`src/rtl/pidema_pkg.sv`:
```
// Package for the PID controller with filtered derivative.
// Widths, configuration indexes, controller states and datapath commands.
// No dependencies.
package pidema_pkg;

	// item fields and configuration
	localparam int VAL_W      = 16;
	localparam int DT_W       = 16;
	localparam int DRIVE_W    = 32;
	localparam int GAIN_W     = 32;
	localparam int FRAC_W     = 17;
	localparam int LIM_W      = 23;
	localparam int CFG_IDX_W  = 3;
	localparam int CFG_DATA_W = 32;

	// internal state and work widths
	localparam int ERR_W  = 17;   // target - measurement
	localparam int DERR_W = 18;   // previous error - error
	localparam int ES_W   = 24;   // integral
	localparam int DER_W  = 26;   // smoothed derivative, Q.8
	localparam int MA_W   = 34;
	localparam int MB_W   = 29;
	localparam int PROD_W = MA_W + MB_W;
	localparam int XI_W   = 56;   // gain_i * integral
	localparam int ILO_W  = 28;   // low split of XI for the dt multiply
	localparam int XD_W   = 50;   // gain_d * D / 256
	localparam int ACC_W  = 72;
	localparam int SUM_W  = 64;
	localparam int DIFF_W = DRIVE_W + 1;

	localparam int FRAC_SH = 16;
	localparam int DER_SH  = 8;

	// divider: 72-bit dividend, 16-bit divisor, 8 quotient bits per cycle
	localparam int DIV_W    = ACC_W;
	localparam int DIV_R_W  = DT_W + 1;
	localparam int DIV_STEP = 8;
	localparam int DIV_ITER = DIV_W / DIV_STEP;
	localparam int CNT_W    = $clog2(DIV_ITER + 1);

	localparam logic [FRAC_W-1:0] FRAC_ONE = FRAC_W'(65536);
	localparam logic [DT_W-1:0]   MS_PER_S = DT_W'(1000);

	localparam logic [CFG_IDX_W-1:0] CFG_GAIN_P      = CFG_IDX_W'(0);
	localparam logic [CFG_IDX_W-1:0] CFG_GAIN_I      = CFG_IDX_W'(1);
	localparam logic [CFG_IDX_W-1:0] CFG_GAIN_D      = CFG_IDX_W'(2);
	localparam logic [CFG_IDX_W-1:0] CFG_OUT_SMOOTH  = CFG_IDX_W'(3);
	localparam logic [CFG_IDX_W-1:0] CFG_INT_LIMIT   = CFG_IDX_W'(4);
	localparam logic [CFG_IDX_W-1:0] CFG_FILT_WEIGHT = CFG_IDX_W'(5);

	localparam logic [LIM_W-1:0]  LIM_RST = LIM_W'(1000);
	localparam logic [FRAC_W-1:0] W_RST   = FRAC_W'(32768);

	typedef enum logic [4:0] {
		ST_IDLE, ST_SET, ST_ERR, ST_INTEG, ST_MUL_WD, ST_MUL_WDN, ST_DACC, ST_DSET,
		ST_MUL_P, ST_MUL_I, ST_XI, ST_MUL_IL, ST_MUL_IH, ST_IACC, ST_DIV_I, ST_WAIT_I,
		ST_ADD_I, ST_MUL_D, ST_XD, ST_XD1000, ST_DIV_D, ST_WAIT_D, ST_ADD_D, ST_UTR,
		ST_USAT, ST_DIFF, ST_MUL_TF, ST_FB, ST_FTR, ST_FIN
	} state_t;

	typedef enum logic [4:0] {
		OP_NONE, OP_SET, OP_ERR, OP_INTEG, OP_MUL_WD, OP_MUL_WDN, OP_DACC, OP_DSET,
		OP_MUL_P, OP_MUL_I, OP_XI, OP_MUL_IL, OP_MUL_IH, OP_IACC, OP_DIV_I,
		OP_ADD_I, OP_MUL_D, OP_XD, OP_XD1000, OP_DIV_D, OP_ADD_D, OP_UTR,
		OP_USAT, OP_DIFF, OP_MUL_TF, OP_FB, OP_FTR, OP_FIN
	} dp_op_t;

	typedef struct packed {
		logic   load;
		dp_op_t op;
	} dp_cmd_t;

	typedef struct packed {
		logic div_done;
	} dp_stat_t;

endpackage

```
`src/rtl/pidema_ctrl.sv`:
```
// Controller: sequences one item through the datapath, one command a cycle except
// while it waits on the divider or on a stalled output, and owns the input ready and the output valid.
// Depends on pidema_pkg.
module pidema_ctrl (
	input  logic                  clk,
	input  logic                  arst_n,
	input  logic                  in_valid,
	output logic                  in_ready,
	input  logic                  command,
	output logic                  out_valid,
	input  logic                  out_ready,
	output pidema_pkg::dp_cmd_t   cmd,
	input  pidema_pkg::dp_stat_t  stat
);

	pidema_pkg::state_t state_q, state_n;
	logic               out_valid_q;
	logic               slot_free;
	logic               issue_out;

	assign slot_free = !out_valid_q || out_ready;

	always_comb begin
		state_n = state_q;
		case (state_q)
			pidema_pkg::ST_IDLE:
				if (in_valid)
					state_n = command ? pidema_pkg::ST_ERR : pidema_pkg::ST_SET;
			pidema_pkg::ST_SET:     if (slot_free) state_n = pidema_pkg::ST_IDLE;
			pidema_pkg::ST_ERR:     state_n = pidema_pkg::ST_INTEG;
			pidema_pkg::ST_INTEG:   state_n = pidema_pkg::ST_MUL_WD;
			pidema_pkg::ST_MUL_WD:  state_n = pidema_pkg::ST_MUL_WDN;
			pidema_pkg::ST_MUL_WDN: state_n = pidema_pkg::ST_DACC;
			pidema_pkg::ST_DACC:    state_n = pidema_pkg::ST_DSET;
			pidema_pkg::ST_DSET:    state_n = pidema_pkg::ST_MUL_P;
			pidema_pkg::ST_MUL_P:   state_n = pidema_pkg::ST_MUL_I;
			pidema_pkg::ST_MUL_I:   state_n = pidema_pkg::ST_XI;
			pidema_pkg::ST_XI:      state_n = pidema_pkg::ST_MUL_IL;
			pidema_pkg::ST_MUL_IL:  state_n = pidema_pkg::ST_MUL_IH;
			pidema_pkg::ST_MUL_IH:  state_n = pidema_pkg::ST_IACC;
			pidema_pkg::ST_IACC:    state_n = pidema_pkg::ST_DIV_I;
			pidema_pkg::ST_DIV_I:   state_n = pidema_pkg::ST_WAIT_I;
			pidema_pkg::ST_WAIT_I:  if (stat.div_done) state_n = pidema_pkg::ST_ADD_I;
			pidema_pkg::ST_ADD_I:   state_n = pidema_pkg::ST_MUL_D;
			pidema_pkg::ST_MUL_D:   state_n = pidema_pkg::ST_XD;
			pidema_pkg::ST_XD:      state_n = pidema_pkg::ST_XD1000;
			pidema_pkg::ST_XD1000:  state_n = pidema_pkg::ST_DIV_D;
			pidema_pkg::ST_DIV_D:   state_n = pidema_pkg::ST_WAIT_D;
			pidema_pkg::ST_WAIT_D:  if (stat.div_done) state_n = pidema_pkg::ST_ADD_D;
			pidema_pkg::ST_ADD_D:   state_n = pidema_pkg::ST_UTR;
			pidema_pkg::ST_UTR:     state_n = pidema_pkg::ST_USAT;
			pidema_pkg::ST_USAT:    state_n = pidema_pkg::ST_DIFF;
			pidema_pkg::ST_DIFF:    state_n = pidema_pkg::ST_MUL_TF;
			pidema_pkg::ST_MUL_TF:  state_n = pidema_pkg::ST_FB;
			pidema_pkg::ST_FB:      state_n = pidema_pkg::ST_FTR;
			pidema_pkg::ST_FTR:     state_n = pidema_pkg::ST_FIN;
			pidema_pkg::ST_FIN:     if (slot_free) state_n = pidema_pkg::ST_IDLE;
			default:                state_n = pidema_pkg::ST_IDLE;
		endcase
	end

	always_comb begin
		in_ready  = 1'b0;
		issue_out = 1'b0;
		cmd.load  = 1'b0;
		cmd.op    = pidema_pkg::OP_NONE;
		case (state_q)
			pidema_pkg::ST_IDLE: begin
				in_ready = 1'b1;
				cmd.load = in_valid;
			end
			pidema_pkg::ST_SET: begin
				issue_out = slot_free;
				if (slot_free) cmd.op = pidema_pkg::OP_SET;
			end
			pidema_pkg::ST_ERR:     cmd.op = pidema_pkg::OP_ERR;
			pidema_pkg::ST_INTEG:   cmd.op = pidema_pkg::OP_INTEG;
			pidema_pkg::ST_MUL_WD:  cmd.op = pidema_pkg::OP_MUL_WD;
			pidema_pkg::ST_MUL_WDN: cmd.op = pidema_pkg::OP_MUL_WDN;
			pidema_pkg::ST_DACC:    cmd.op = pidema_pkg::OP_DACC;
			pidema_pkg::ST_DSET:    cmd.op = pidema_pkg::OP_DSET;
			pidema_pkg::ST_MUL_P:   cmd.op = pidema_pkg::OP_MUL_P;
			pidema_pkg::ST_MUL_I:   cmd.op = pidema_pkg::OP_MUL_I;
			pidema_pkg::ST_XI:      cmd.op = pidema_pkg::OP_XI;
			pidema_pkg::ST_MUL_IL:  cmd.op = pidema_pkg::OP_MUL_IL;
			pidema_pkg::ST_MUL_IH:  cmd.op = pidema_pkg::OP_MUL_IH;
			pidema_pkg::ST_IACC:    cmd.op = pidema_pkg::OP_IACC;
			pidema_pkg::ST_DIV_I:   cmd.op = pidema_pkg::OP_DIV_I;
			pidema_pkg::ST_WAIT_I:  cmd.op = pidema_pkg::OP_NONE;
			pidema_pkg::ST_ADD_I:   cmd.op = pidema_pkg::OP_ADD_I;
			pidema_pkg::ST_MUL_D:   cmd.op = pidema_pkg::OP_MUL_D;
			pidema_pkg::ST_XD:      cmd.op = pidema_pkg::OP_XD;
			pidema_pkg::ST_XD1000:  cmd.op = pidema_pkg::OP_XD1000;
			pidema_pkg::ST_DIV_D:   cmd.op = pidema_pkg::OP_DIV_D;
			pidema_pkg::ST_WAIT_D:  cmd.op = pidema_pkg::OP_NONE;
			pidema_pkg::ST_ADD_D:   cmd.op = pidema_pkg::OP_ADD_D;
			pidema_pkg::ST_UTR:     cmd.op = pidema_pkg::OP_UTR;
			pidema_pkg::ST_USAT:    cmd.op = pidema_pkg::OP_USAT;
			pidema_pkg::ST_DIFF:    cmd.op = pidema_pkg::OP_DIFF;
			pidema_pkg::ST_MUL_TF:  cmd.op = pidema_pkg::OP_MUL_TF;
			pidema_pkg::ST_FB:      cmd.op = pidema_pkg::OP_FB;
			pidema_pkg::ST_FTR:     cmd.op = pidema_pkg::OP_FTR;
			pidema_pkg::ST_FIN: begin
				issue_out = slot_free;
				if (slot_free) cmd.op = pidema_pkg::OP_FIN;
			end
			default:                cmd.op = pidema_pkg::OP_NONE;
		endcase
	end

	always_ff @(posedge clk or negedge arst_n) begin
		if (!arst_n) begin
			state_q     <= pidema_pkg::ST_IDLE;
			out_valid_q <= 1'b0;
		end else begin
			state_q <= state_n;
			if (issue_out)
				out_valid_q <= 1'b1;
			else if (out_ready)
				out_valid_q <= 1'b0;
		end
	end

	assign out_valid = out_valid_q;

endmodule

```
`config.mk`:
```
export PLATFORM = sky130hd
export DESIGN_NAME = pidema_ctrl
export DESIGN_NICKNAME = d
export VERILOG_FILES = /design/src/rtl/pidema_pkg.sv /design/src/rtl/pidema_ctrl.sv
export SDC_FILE = /design/constraint.sdc
export NUM_CORES = 1
export LEC_CHECK = 0
export BUFFER_PORTS_ARGS = -buffer_cell sky130_fd_sc_hd__buf_2
export CAP_MARGIN = 5
export CORE_MARGIN = 1.5
export CORE_UTILIZATION = 35
export CTS_BUF_LIST = sky130_fd_sc_hd__clkbuf_8 sky130_fd_sc_hd__clkbuf_16
export DETAILED_ROUTE_END_ITERATION = 10
export PLACE_DENSITY = 0.6
export SLEW_MARGIN = 15
export SYNTH_ARGS = -nofsm -noshare
export SYNTH_HDL_FRONTEND = slang
export SYNTH_SLANG_ARGS = --single-unit
```
`constraint.sdc`:
```
create_clock -name clk -period 1.4 [get_ports clk]
set_input_delay 0 -clock clk [delete_from_list [all_inputs] [get_ports clk]]
set_output_delay 0 -clock clk [all_outputs]
set_load 0.005 [all_outputs]
```
After elaboration in Yosys (flattened, before gate mapping)
Index checks and enable logic that the tools add are counted.

storage, ports and cells
  input bits = 6
  register bits after elaboration = 6
  output and inout bits = 8
  word-level logic and storage cells = 55

cells by class
  multiplexer cells = 14
  reductions and logical operators = 6
  equality and inequality tests = 33

operator list
  cell                                                              number
  5-bit case mux with 29 select lines                               1
  5-bit case mux with 27 select lines                               1
  5-bit == test (second input constant)                             14
  5-bit by 4-bit == test with 1-bit output (second input constant)  8
  5-bit 2-to-1 mux                                                  5
  5-bit by 3-bit == test with 1-bit output (second input constant)  4
  5-bit by 2-bit == test with 1-bit output (second input constant)  2
  1-bit 2-to-1 mux                                                  6
  2-bit != test (second input constant)                             3
  5-bit by 1-bit == test with 1-bit output (second input constant)  1
  5-bit logical NOT                                                 1
  4-bit AND reduction                                               1
  2-bit 2-to-1 mux                                                  1
  2-bit by 1-bit != test with 1-bit output (second input constant)  1
  2-bit nonzero test                                                1
  2-bit OR reduction                                                1
  1-bit logical NOT                                                 1
  1-bit logical OR                                                  1

Logic depth before layout (Yosys ltp)
Gate-level depths: netlist of run 1.

  word-level depth = 4
  mapped depth = 6
  depth with buffers taken out = 4

Least setup slack after synthesis of run 1
Ideal clock, no wire load.

  path kind = register to register
  start = register state_q[4]
  end = register state_q[4]
  clock period less this slack = 1.445 ns
  setup time = 0.125 ns
  path slack = -0.045 ns
  arrival time = 1.320 ns
  buffers on the path = 1
  required time = 1.275 ns
  cell stages (with the launch flop) = 6
  path through = dfrtp_1 > buf_6 > and3_4 > o21ai_2 > a2bb2oi_2 > mux2_4

on the way
  word-level cells in the longest chain between the ends = 4
  elaborated cells between the ends (all ways) = 37
  those cells by class = eq/ne (33); mux (1); reduce/logical (3)

RTL lines
  what                                                                              line                text
  start: declaration                                                                pidema_ctrl.sv:16   pidema_pkg::state_t state_q, state_n;
  start signal: assignment                                                          pidema_ctrl.sv:113  state_q <= pidema_pkg::ST_IDLE;
  start signal: assignment                                                          pidema_ctrl.sv:116  state_q <= state_n;
  5-bit == test / 5-bit by 1-bit == test with 1-bit output (equally long branches)  pidema_ctrl.sv:25   case (state_q)
  2-bit OR reduction (no line)                                                      --
  2-bit by 1-bit != test with 1-bit output (no line)                                --
  4-bit AND reduction (no line)                                                     --

Several ways; a longest one is shown, not always the timed one.
A chain may end at the register's enable or synchronous reset.

Worst setup path in the final report of run 1
  start = register state_q[2]
  end = register state_q[4]

Same word-level chain as after synthesis.

==> out/metrics.sh, run 1 <==
STATUS='finished, violations left'
VIOLATIONS='setup timing'
FINAL_NETS=140
WORSTPATHREQUIRED_NS=1.50
POSTSYNTH.TOPFLOPCELL='sky130_fd_sc_hd__dfrtp_1'
TIMING.FINAL.CRIT_SHARE_PCT=108
SKEW_NS=0.00269
FLOORPLAN.INITIALDENSITY_PCT=38.2
MIN_PATH_CELLS=3
CRITICAL_PATH_ARRIVAL_NS=1.61
SETUP_SLACK_AFTER_PLACEMENT_NS=-0.0747
MAX_CAP_VIOL_COUNT=0
GLOBALROUTE.TOTALOVERFLOW=0
COREAREA_UM2=1780
POWER.IR.VDD_WORST_mV=1.24
CRIT_SLOWEST_CELL='sky130_fd_sc_hd__dfrtp_2'
DIODES=0
POST-SYNTH-TOP-AREA-CELL='sky130_fd_sc_hd__dfrtp_1'
MAX-CLOCK-PATH-BUFFERS=2
FIRST_GLOBAL_VIAS=747
TOP_LEVEL_PORTS=14
POWER_FRAC_SEQ_PCT=14.3
GRT_ANTENNA_BEFORE_REPAIR=0
FIRST_PASS_ITERATION_COUNT_OF_THE_DETAILED_ROUTER=4
DETAIL_ROUTE.WL_PER_CELL_UM=13.9
REGAREA_UM2=155
TIMING.CRITICAL_PATH.SLOWEST_CELL_DELAY_NS=0.42
POST-ROUTE-MIN-PERIOD_NS=1.51
FINAL.SETUP.WORST_SLACK_NS=-0.109
CELL_CHOSEN_FOR_THE_CLOCK_ROOT='sky130_fd_sc_hd__clkbuf_8'
GLOBALROUTETOTALUTIL_PCT=22.8
INTERNAL_POWER_W=0.00156
TOTAL_SWITCHING_POWER_W=0.00119
DRTANTENNAVIOLNETS=0
DRCVIOLATIONCOUNT=0
CTS-HTREE-LEVELS=1
R2R-END='state_q[4]'
SHARE_OF_CELLS_ABOVE_DRIVE_STRENGTH_1_PCT=53.0
SYNTHESIS.YOSYS.WARNINGS=0
RELATIVE_AREA_CHANGE_FROM_SYNTHESIS_TO_FINAL_LAYOUT_PCT=62.4
REPORT.FINAL.SLEW_VIOL_COUNT=0
SYNTH_CELLS=91
LEAKAGEPOWER_nW=0.512
CTS-BUFFERS-INSERTED=3
REPORT.FINAL.SETUP_VIOL=10
SETUP.WORST_PATH.END_CLASS='register'
TIMING.REG2REG.SETUP_SLACK_NS=-0.11
PORTION_OF_THE_POST_SYNTHESIS_AREA_USED_BY_SEQUENTIAL_ELEMENTS_PCT=22.0
TRITONCTS_CLOCK_TREE='yes'
DIEHEIGHT_UM=47.1
YOSYS_REGISTER_BITS=6
FINALCOREUTILIZATION_PCT=62.1
DIE-AREA_UM2=2220
DRTITER0DRC=17
TOTALWIRELENGTH_UM=2180
CTS_SINKS=6
TOP_AREA_CELLS_IN_THE_SYNTHESIZED_NETLIST='sky130_fd_sc_hd__dfrtp_1, sky130_fd_sc_hd__a21oi_1, sky130_fd_sc_hd__nand2_1'
FINAL_COMMON_CELL='sky130_fd_sc_hd__buf_4'
DP_HPWL_UM=1480
MIN_DELAY_WORST_ENDPOINT='out_valid'
TIMING_HOLD_VIOLATIONS_FINAL=0
PLACE.GP.CONGESTION=0.884
PLACED_AREA_UM2=892
RR_WORST_DEPTH=5
WORSTSKEWPAIRLATENCY_NS=0.22
ASYNC_RESET_FF_SHARE_PCT=100
GRT_PASS1_WL_UM=3400
SYNTH_TOP_CELL_AREA_SHARE_PCT=22.0
MULTI_INPUT_COMB_AREA_UM2=520
RR_STARTPOINT='state_q[2]'
POSTLAYOUTCELLAREA_UM2=1110
FLOORPLAN.ROWS=15
ROUTED_VIA_COUNT=832
DRT-VIAS-PER-INSTANCE=5.30
RSZ0062_AT_GRT='yes'
CLOCKPOWERSHARE_PCT=9.4
CRITICAL_PATH.STARTPOINT_TYPE='register'
FILL_CELLS=157
HOLD_PATH_CLASS='primary input to register'
CRIT_PATH_MAX_FANOUT=4
CTS.REPORTEDPATHS.CLKPINSLEW_NS=0.04
FMAX_MHz=663
SYNTH-EDFF-COUNT=0
P_COMB_SHARE_PCT=76.2
PLACE.PORT_BUFFERS=13
SYNTH.LIB_CELLS_USED.DISTINCT=37
MAX-SLEW-MARGIN-REL_PCT=84.1
WORST_PIN_SLEW_NS=0.237
CRITICALPATHCATEGORY='register to register'
AVGSYNTHCELLAREA_UM2=7.49
CELLPOWERDENSITY_nW_PER_UM2=2480
NUMBER_OF_NETS_IN_THE_SYNTHESIZED_NETLIST=97
WORSTPATHCELLLIST='buf_6 > and3_4 > o21ai_4 > a2bb2oi_4 > mux2_4'
FIN_HOLD_WS_NS=0.149
DIE_X_UM=47.1
WORSTHOLDSTART='out_ready'
GRT_MAX_DEGREE=9
SYNTHESIS.AREA_UM2=682
FINAL_CELL_MIX='sky130_fd_sc_hd__buf_4, sky130_fd_sc_hd__buf_2, sky130_fd_sc_hd__a21oi_1, sky130_fd_sc_hd__nand2_1, sky130_fd_sc_hd__buf_6'
SW_SHARE_PCT=43.3
[metrics by stage]
stage / std cells / total power [W] / TNS [ns]
after floorplan: 91 / 0.00153 / -0.0353
after global placement: 143 / 0.00200 / -0.0182
after detailed placement: 143 / 0.00204 / -0.145
after CTS: 155 / 0.00258 / -0.373
after global routing: 157 / 0.00295 / -1.19
final: 157 / 0.00275 / -0.599
[synth_stat cells (all sizes together) (2+ instances only)]
cell type,n
a21oi,12
buf,8
nand2,10
nor2b,2
inv,5
and3,2
o22ai,3
nor3,3
dfrtp,6
o21ai,9
nand2b,4
nor2,7
a211o,2
[kinds of logic after synthesis]
| group | after synthesis | synth area share, % |
|---|---|---|
| compound gates | 39 | 38.5 |
| flops | 6 | 22.0 |
| simple gates | 32 | 25.9 |
| mux | 1 | 2.20 |
| buf+inv | 13 | 11.4 |
[state kept, by name, summed over array words and instances (netlist names)]
register   flops
state_q        5
out_valid      1
[power by group through the flow]
stage / registers, W / clock network [W] / logic (W)
4_1_cts: 0.000388 / 0.000265 / 0.00193
2_1_floorplan: 0.000325 / 0 / 0.00120
5_1_grt: 0.000404 / 0.000271 / 0.00227
3_5_place_dp: 0.000391 / 0 / 0.00165
3_3_place_gp: 0.000389 / 0 / 0.00161
6_report: 0.000394 / 0.000259 / 0.00209
[worst max path at each step]
stage	from	end	slack (ns)	depth (start not counted)
6_report	state_q[2]	state_q[4]	-0.11	5
5_1_grt	state_q[2]	state_q[4]	-0.15	5
4_1_cts	state_q[2]	cmd[2]	-0.08	5
3_5_place_dp	state_q[4]	state_q[4]	-0.07	4
3_3_place_gp	state_q[4]	state_q[4]	-0.02	4
2_1_floorplan	state_q[4]	state_q[4]	-0.04	5
[cell type report]
type	count	area share, %
Clock buffer	3	3.73
Inverter	5	1.69
Multi-Input combinational cell	72	47.0
Sequential cell	6	14.0
Tap cell	25	2.82
Timing Repair Buffer	46	30.7
[critical path, delay by kind of cell, from the launching register on]
kind | cells | cell delay [ns]
AOI/OAI and AO/OA | 2 | 0.36
buffers and inverters | 1 | 0.13
DFF | 1 | 0.42
muxes | 1 | 0.31
and+or+nand+nor | 1 | 0.16
[timing repair]
item	in CTS	in global routing
hold endpoints to repair	6	0
endpoints found under the setup margin	8	11
setup buffers	8	2
pin swaps	4	2
resized for setup	16	11
hold buffers	1	0
[layer usage]
layer | share of wire [%] | global-route usage, % | wire length, um
met5 | 0 | 0 | 0
met4 | 0.78 | 6.67 | 17
met3 | 4.4 | 6.92 | 96
met2 | 50 | 38.6 | 1090
met1 | 45 | 28.0 | 979
(Power assumes the default switching activity.)
==> run 2, diff against run 1 <==
--- a/config.mk
+++ b/config.mk
@@ -12,6 +12,7 @@
 export CTS_BUF_LIST = sky130_fd_sc_hd__clkbuf_8 sky130_fd_sc_hd__clkbuf_16
 export DETAILED_ROUTE_END_ITERATION = 10
 export PLACE_DENSITY = 0.6
+export RECOVER_POWER = 100
 export SLEW_MARGIN = 15
 export SYNTH_ARGS = -nofsm -noshare
 export SYNTH_HDL_FRONTEND = slang
==> run 2 against run 1 <==
  * The run still ends with setup timing left
  * Via count is the same
  * Global-route usage is the same
  * Sequential power is essentially flat
  * Clock-buffer cell count is the same
  * Maximum frequency is essentially flat
  * Hold slack is essentially flat
  * Routed wire length is essentially flat
==> out/metrics.sh, run 2 (synthesis gave the netlist of run 1 again) <==
CTS.REPORTEDPATHS.CLKPINSLEW_NS=0.04  # about the same
CELLPOWERDENSITY_nW_PER_UM2=2480  # about the same
GRT_MAX_DEGREE=9  # unchanged
MAX-CLOCK-PATH-BUFFERS=2  # unchanged
POST-ROUTE-MIN-PERIOD_NS=1.51  # about the same
LEAKAGEPOWER_nW=0.509  # was 0.512 nW
CRITICAL_PATH_ARRIVAL_NS=1.61  # about the same
RELATIVE_AREA_CHANGE_FROM_SYNTHESIS_TO_FINAL_LAYOUT_PCT=62.2  # was 62.4%
COUNT_OF_NON_FILLER_CELLS_IN_THE_FINISHED_LAYOUT=157  # unchanged
TIMING_HOLD_VIOLATIONS_FINAL=0  # unchanged
RSZ0062_AT_GRT='yes'  # unchanged
REGMOSTFLOPS='state_q'  # unchanged
VIOLATIONS='setup timing'  # unchanged
FIRST_PASS_ITERATION_COUNT_OF_THE_DETAILED_ROUTER=4  # unchanged
PLACE.GP.CONGESTION=0.884  # unchanged
DP_HPWL_UM=1480  # unchanged
DIEHEIGHT_UM=47.1  # unchanged
WORSTPATHREQUIRED_NS=1.50  # about the same
STATUS='finished, violations left'  # unchanged
WORSTSKEWPAIRLATENCY_NS=0.22  # about the same
TOTAL_POWER_W=0.00275  # about the same
CRITICALPATHCATEGORY='register to register'  # unchanged
GRT_ANTENNA_BEFORE_REPAIR=0  # unchanged
SHARE_OF_CELLS_ABOVE_DRIVE_STRENGTH_1_PCT=52.3  # was 53.0%
FLOORPLAN.ROWS=15  # unchanged
COREAREA_UM2=1780  # unchanged
DRCVIOLATIONCOUNT=0  # unchanged
FLOORPLAN.INITIALDENSITY_PCT=38.2  # unchanged
FINAL_NETS=140  # unchanged
REPORT.FINAL.SETUP_VIOL=10  # unchanged
DRTITER0DRC=15  # was 17
ROUTED_VIA_COUNT=832  # unchanged
REPORT.FINAL.SLEW_VIOL_COUNT=0  # unchanged
DP_CELLS=143  # unchanged
WORST_PIN_SLEW_NS=0.318  # was 0.237 ns
FINAL_CELL_MIX='sky130_fd_sc_hd__buf_4, sky130_fd_sc_hd__a21oi_1, sky130_fd_sc_hd__buf_2, sky130_fd_sc_hd__nand2_1, sky130_fd_sc_hd__buf_6'  # was sky130_fd_sc_hd__buf_4, sky130_fd_sc_hd__buf_2, sky130_fd_sc_hd__a21oi_1, sky130_fd_sc_hd__nand2_1, sky130_fd_sc_hd__buf_6
PLACE.PORT_BUFFERS=13  # unchanged
DIE_X_UM=47.1  # unchanged
FMAX_MHz=663  # about the same
FILL_CELLS=158  # was 157
FIRST_GLOBAL_VIAS=747  # unchanged
CELL_CHOSEN_FOR_THE_CLOCK_ROOT='sky130_fd_sc_hd__clkbuf_8'  # unchanged
CRIT_PATH_MAX_FANOUT=4  # unchanged
CRITICAL_PATH.STARTPOINT_TYPE='register'  # unchanged
TOTALWIRELENGTH_UM=2180  # about the same
FINAL_COMMON_CELL='sky130_fd_sc_hd__buf_4'  # unchanged
TOP_LEVEL_PORTS=14  # unchanged
GRT_PASS1_WL_UM=3400  # unchanged
DIE-AREA_UM2=2220  # unchanged
FINAL.SETUP.WORST_SLACK_NS=-0.109  # about the same
MAX-SLEW-MARGIN-REL_PCT=78.8  # was 84.1%
WORSTHOLDSTART='out_ready'  # unchanged
TIMING.FINAL.CRIT_SHARE_PCT=108  # about the same
POWER.IR.VDD_WORST_mV=1.24  # about the same
LARGEST_REG_FLOPS=5  # unchanged
SETUP.WORST_PATH.END_CLASS='register'  # unchanged
CTS-HTREE-LEVELS=1  # unchanged
DRT-VIAS-PER-INSTANCE=5.30  # unchanged
GLOBALROUTETOTALUTIL_PCT=22.8  # unchanged
DETAIL_ROUTE.WL_PER_CELL_UM=13.9  # about the same
MAX_CAP_VIOL_COUNT=0  # unchanged
GLOBALROUTE.TOTALOVERFLOW=0  # unchanged
DIODES=0  # unchanged
TRITONCTS_CLOCK_TREE='yes'  # unchanged
STARTPOINT='state_q[2]'  # unchanged
DRTANTENNAVIOLNETS=0  # unchanged
RR_STARTPOINT='state_q[2]'  # unchanged
CTS_SINKS=6  # unchanged
CTS-BUFFERS-INSERTED=3  # unchanged
HOLD_PATH_CLASS='primary input to register'  # unchanged
SKEW_NS=0.00262  # was 0.00269 ns
run 2: routing by layer:
layer / routed length (um) / vias to the layer above / track usage [%]
li1: - / 417 / -
met1: 979 / 389 / 28.0
met2: 1090 / 24 / 38.6
met4: 17 / 0 / 6.67
met3: 97 / 2 / 6.92
met5: 0 / - / 0
run 2: stage by stage:
step / TNS (ns) / hold WS (ns) / util (%) / worst slack, ns / area, um^2
final: -0.598 / 0.149 / 62.0 / -0.109 / 1110
after CTS: -0.373 / 0.111 / 58.7 / -0.0756 / 1050
after global placement: -0.0182 / -0.175 / 50.0 / -0.0182 / 892
after detailed placement: -0.145 / -0.172 / 50.0 / -0.0747 / 892
after global routing: -1.19 / 0.172 / 62.0 / -0.146 / 1110
after floorplan: -0.0353 / -0.296 / - / -0.0353 / 689
run 2: where the power goes:
group	leakage [nW]	internal (W)	total (W)	switching (W)
Clock	0.0216	0.000185	0.000259	0.0000745
Sequential	0.0701	0.000265	0.000394	0.000129
Combinational	0.417	0.00111	0.00209	0.000986
Total	0.509	0.00156	0.00275	0.00119
run 2: worst max-delay path: stages, from the launching register on:
cell                        delay, ns
sky130_fd_sc_hd__dfrtp_2         0.42
sky130_fd_sc_hd__buf_6           0.13
sky130_fd_sc_hd__and3_4          0.16
sky130_fd_sc_hd__o21ai_4         0.18
sky130_fd_sc_hd__a2bb2oi_4       0.18
sky130_fd_sc_hd__mux2_4          0.31
run 2: final timing paths:
path | depth (start not counted) | endpoint | slack (ns)
min in group asynchronous | 2 | out_valid | 0.21
worst min register to register | 2 | out_valid | 0.61
worst max-delay path | 5 | state_q[4] | -0.11
worst max register to register | 5 | state_q[4] | -0.11
worst min-delay path | 3 | out_valid | 0.15
max in group asynchronous | 2 | state_q[2] | 0.93
run 2: area by class of cell:
cell class,instances,area [um^2],area share (%)
clock buffers,3,41.3,3.73
well taps,25,31.3,2.83
multi-input cells,72,520,47.1
inverters,5,18.8,1.70
flip-flops and latches,6,155,14.0
repair buffers,46,339,30.7
run 2: what timing repair did:
action,CTS,global route
hold buffers,1,0
resized for setup,16,11
pin swaps,4,2
endpoints found under the setup margin,8,11
buffers inserted,8,2
endpoints found under the hold margin,6,0
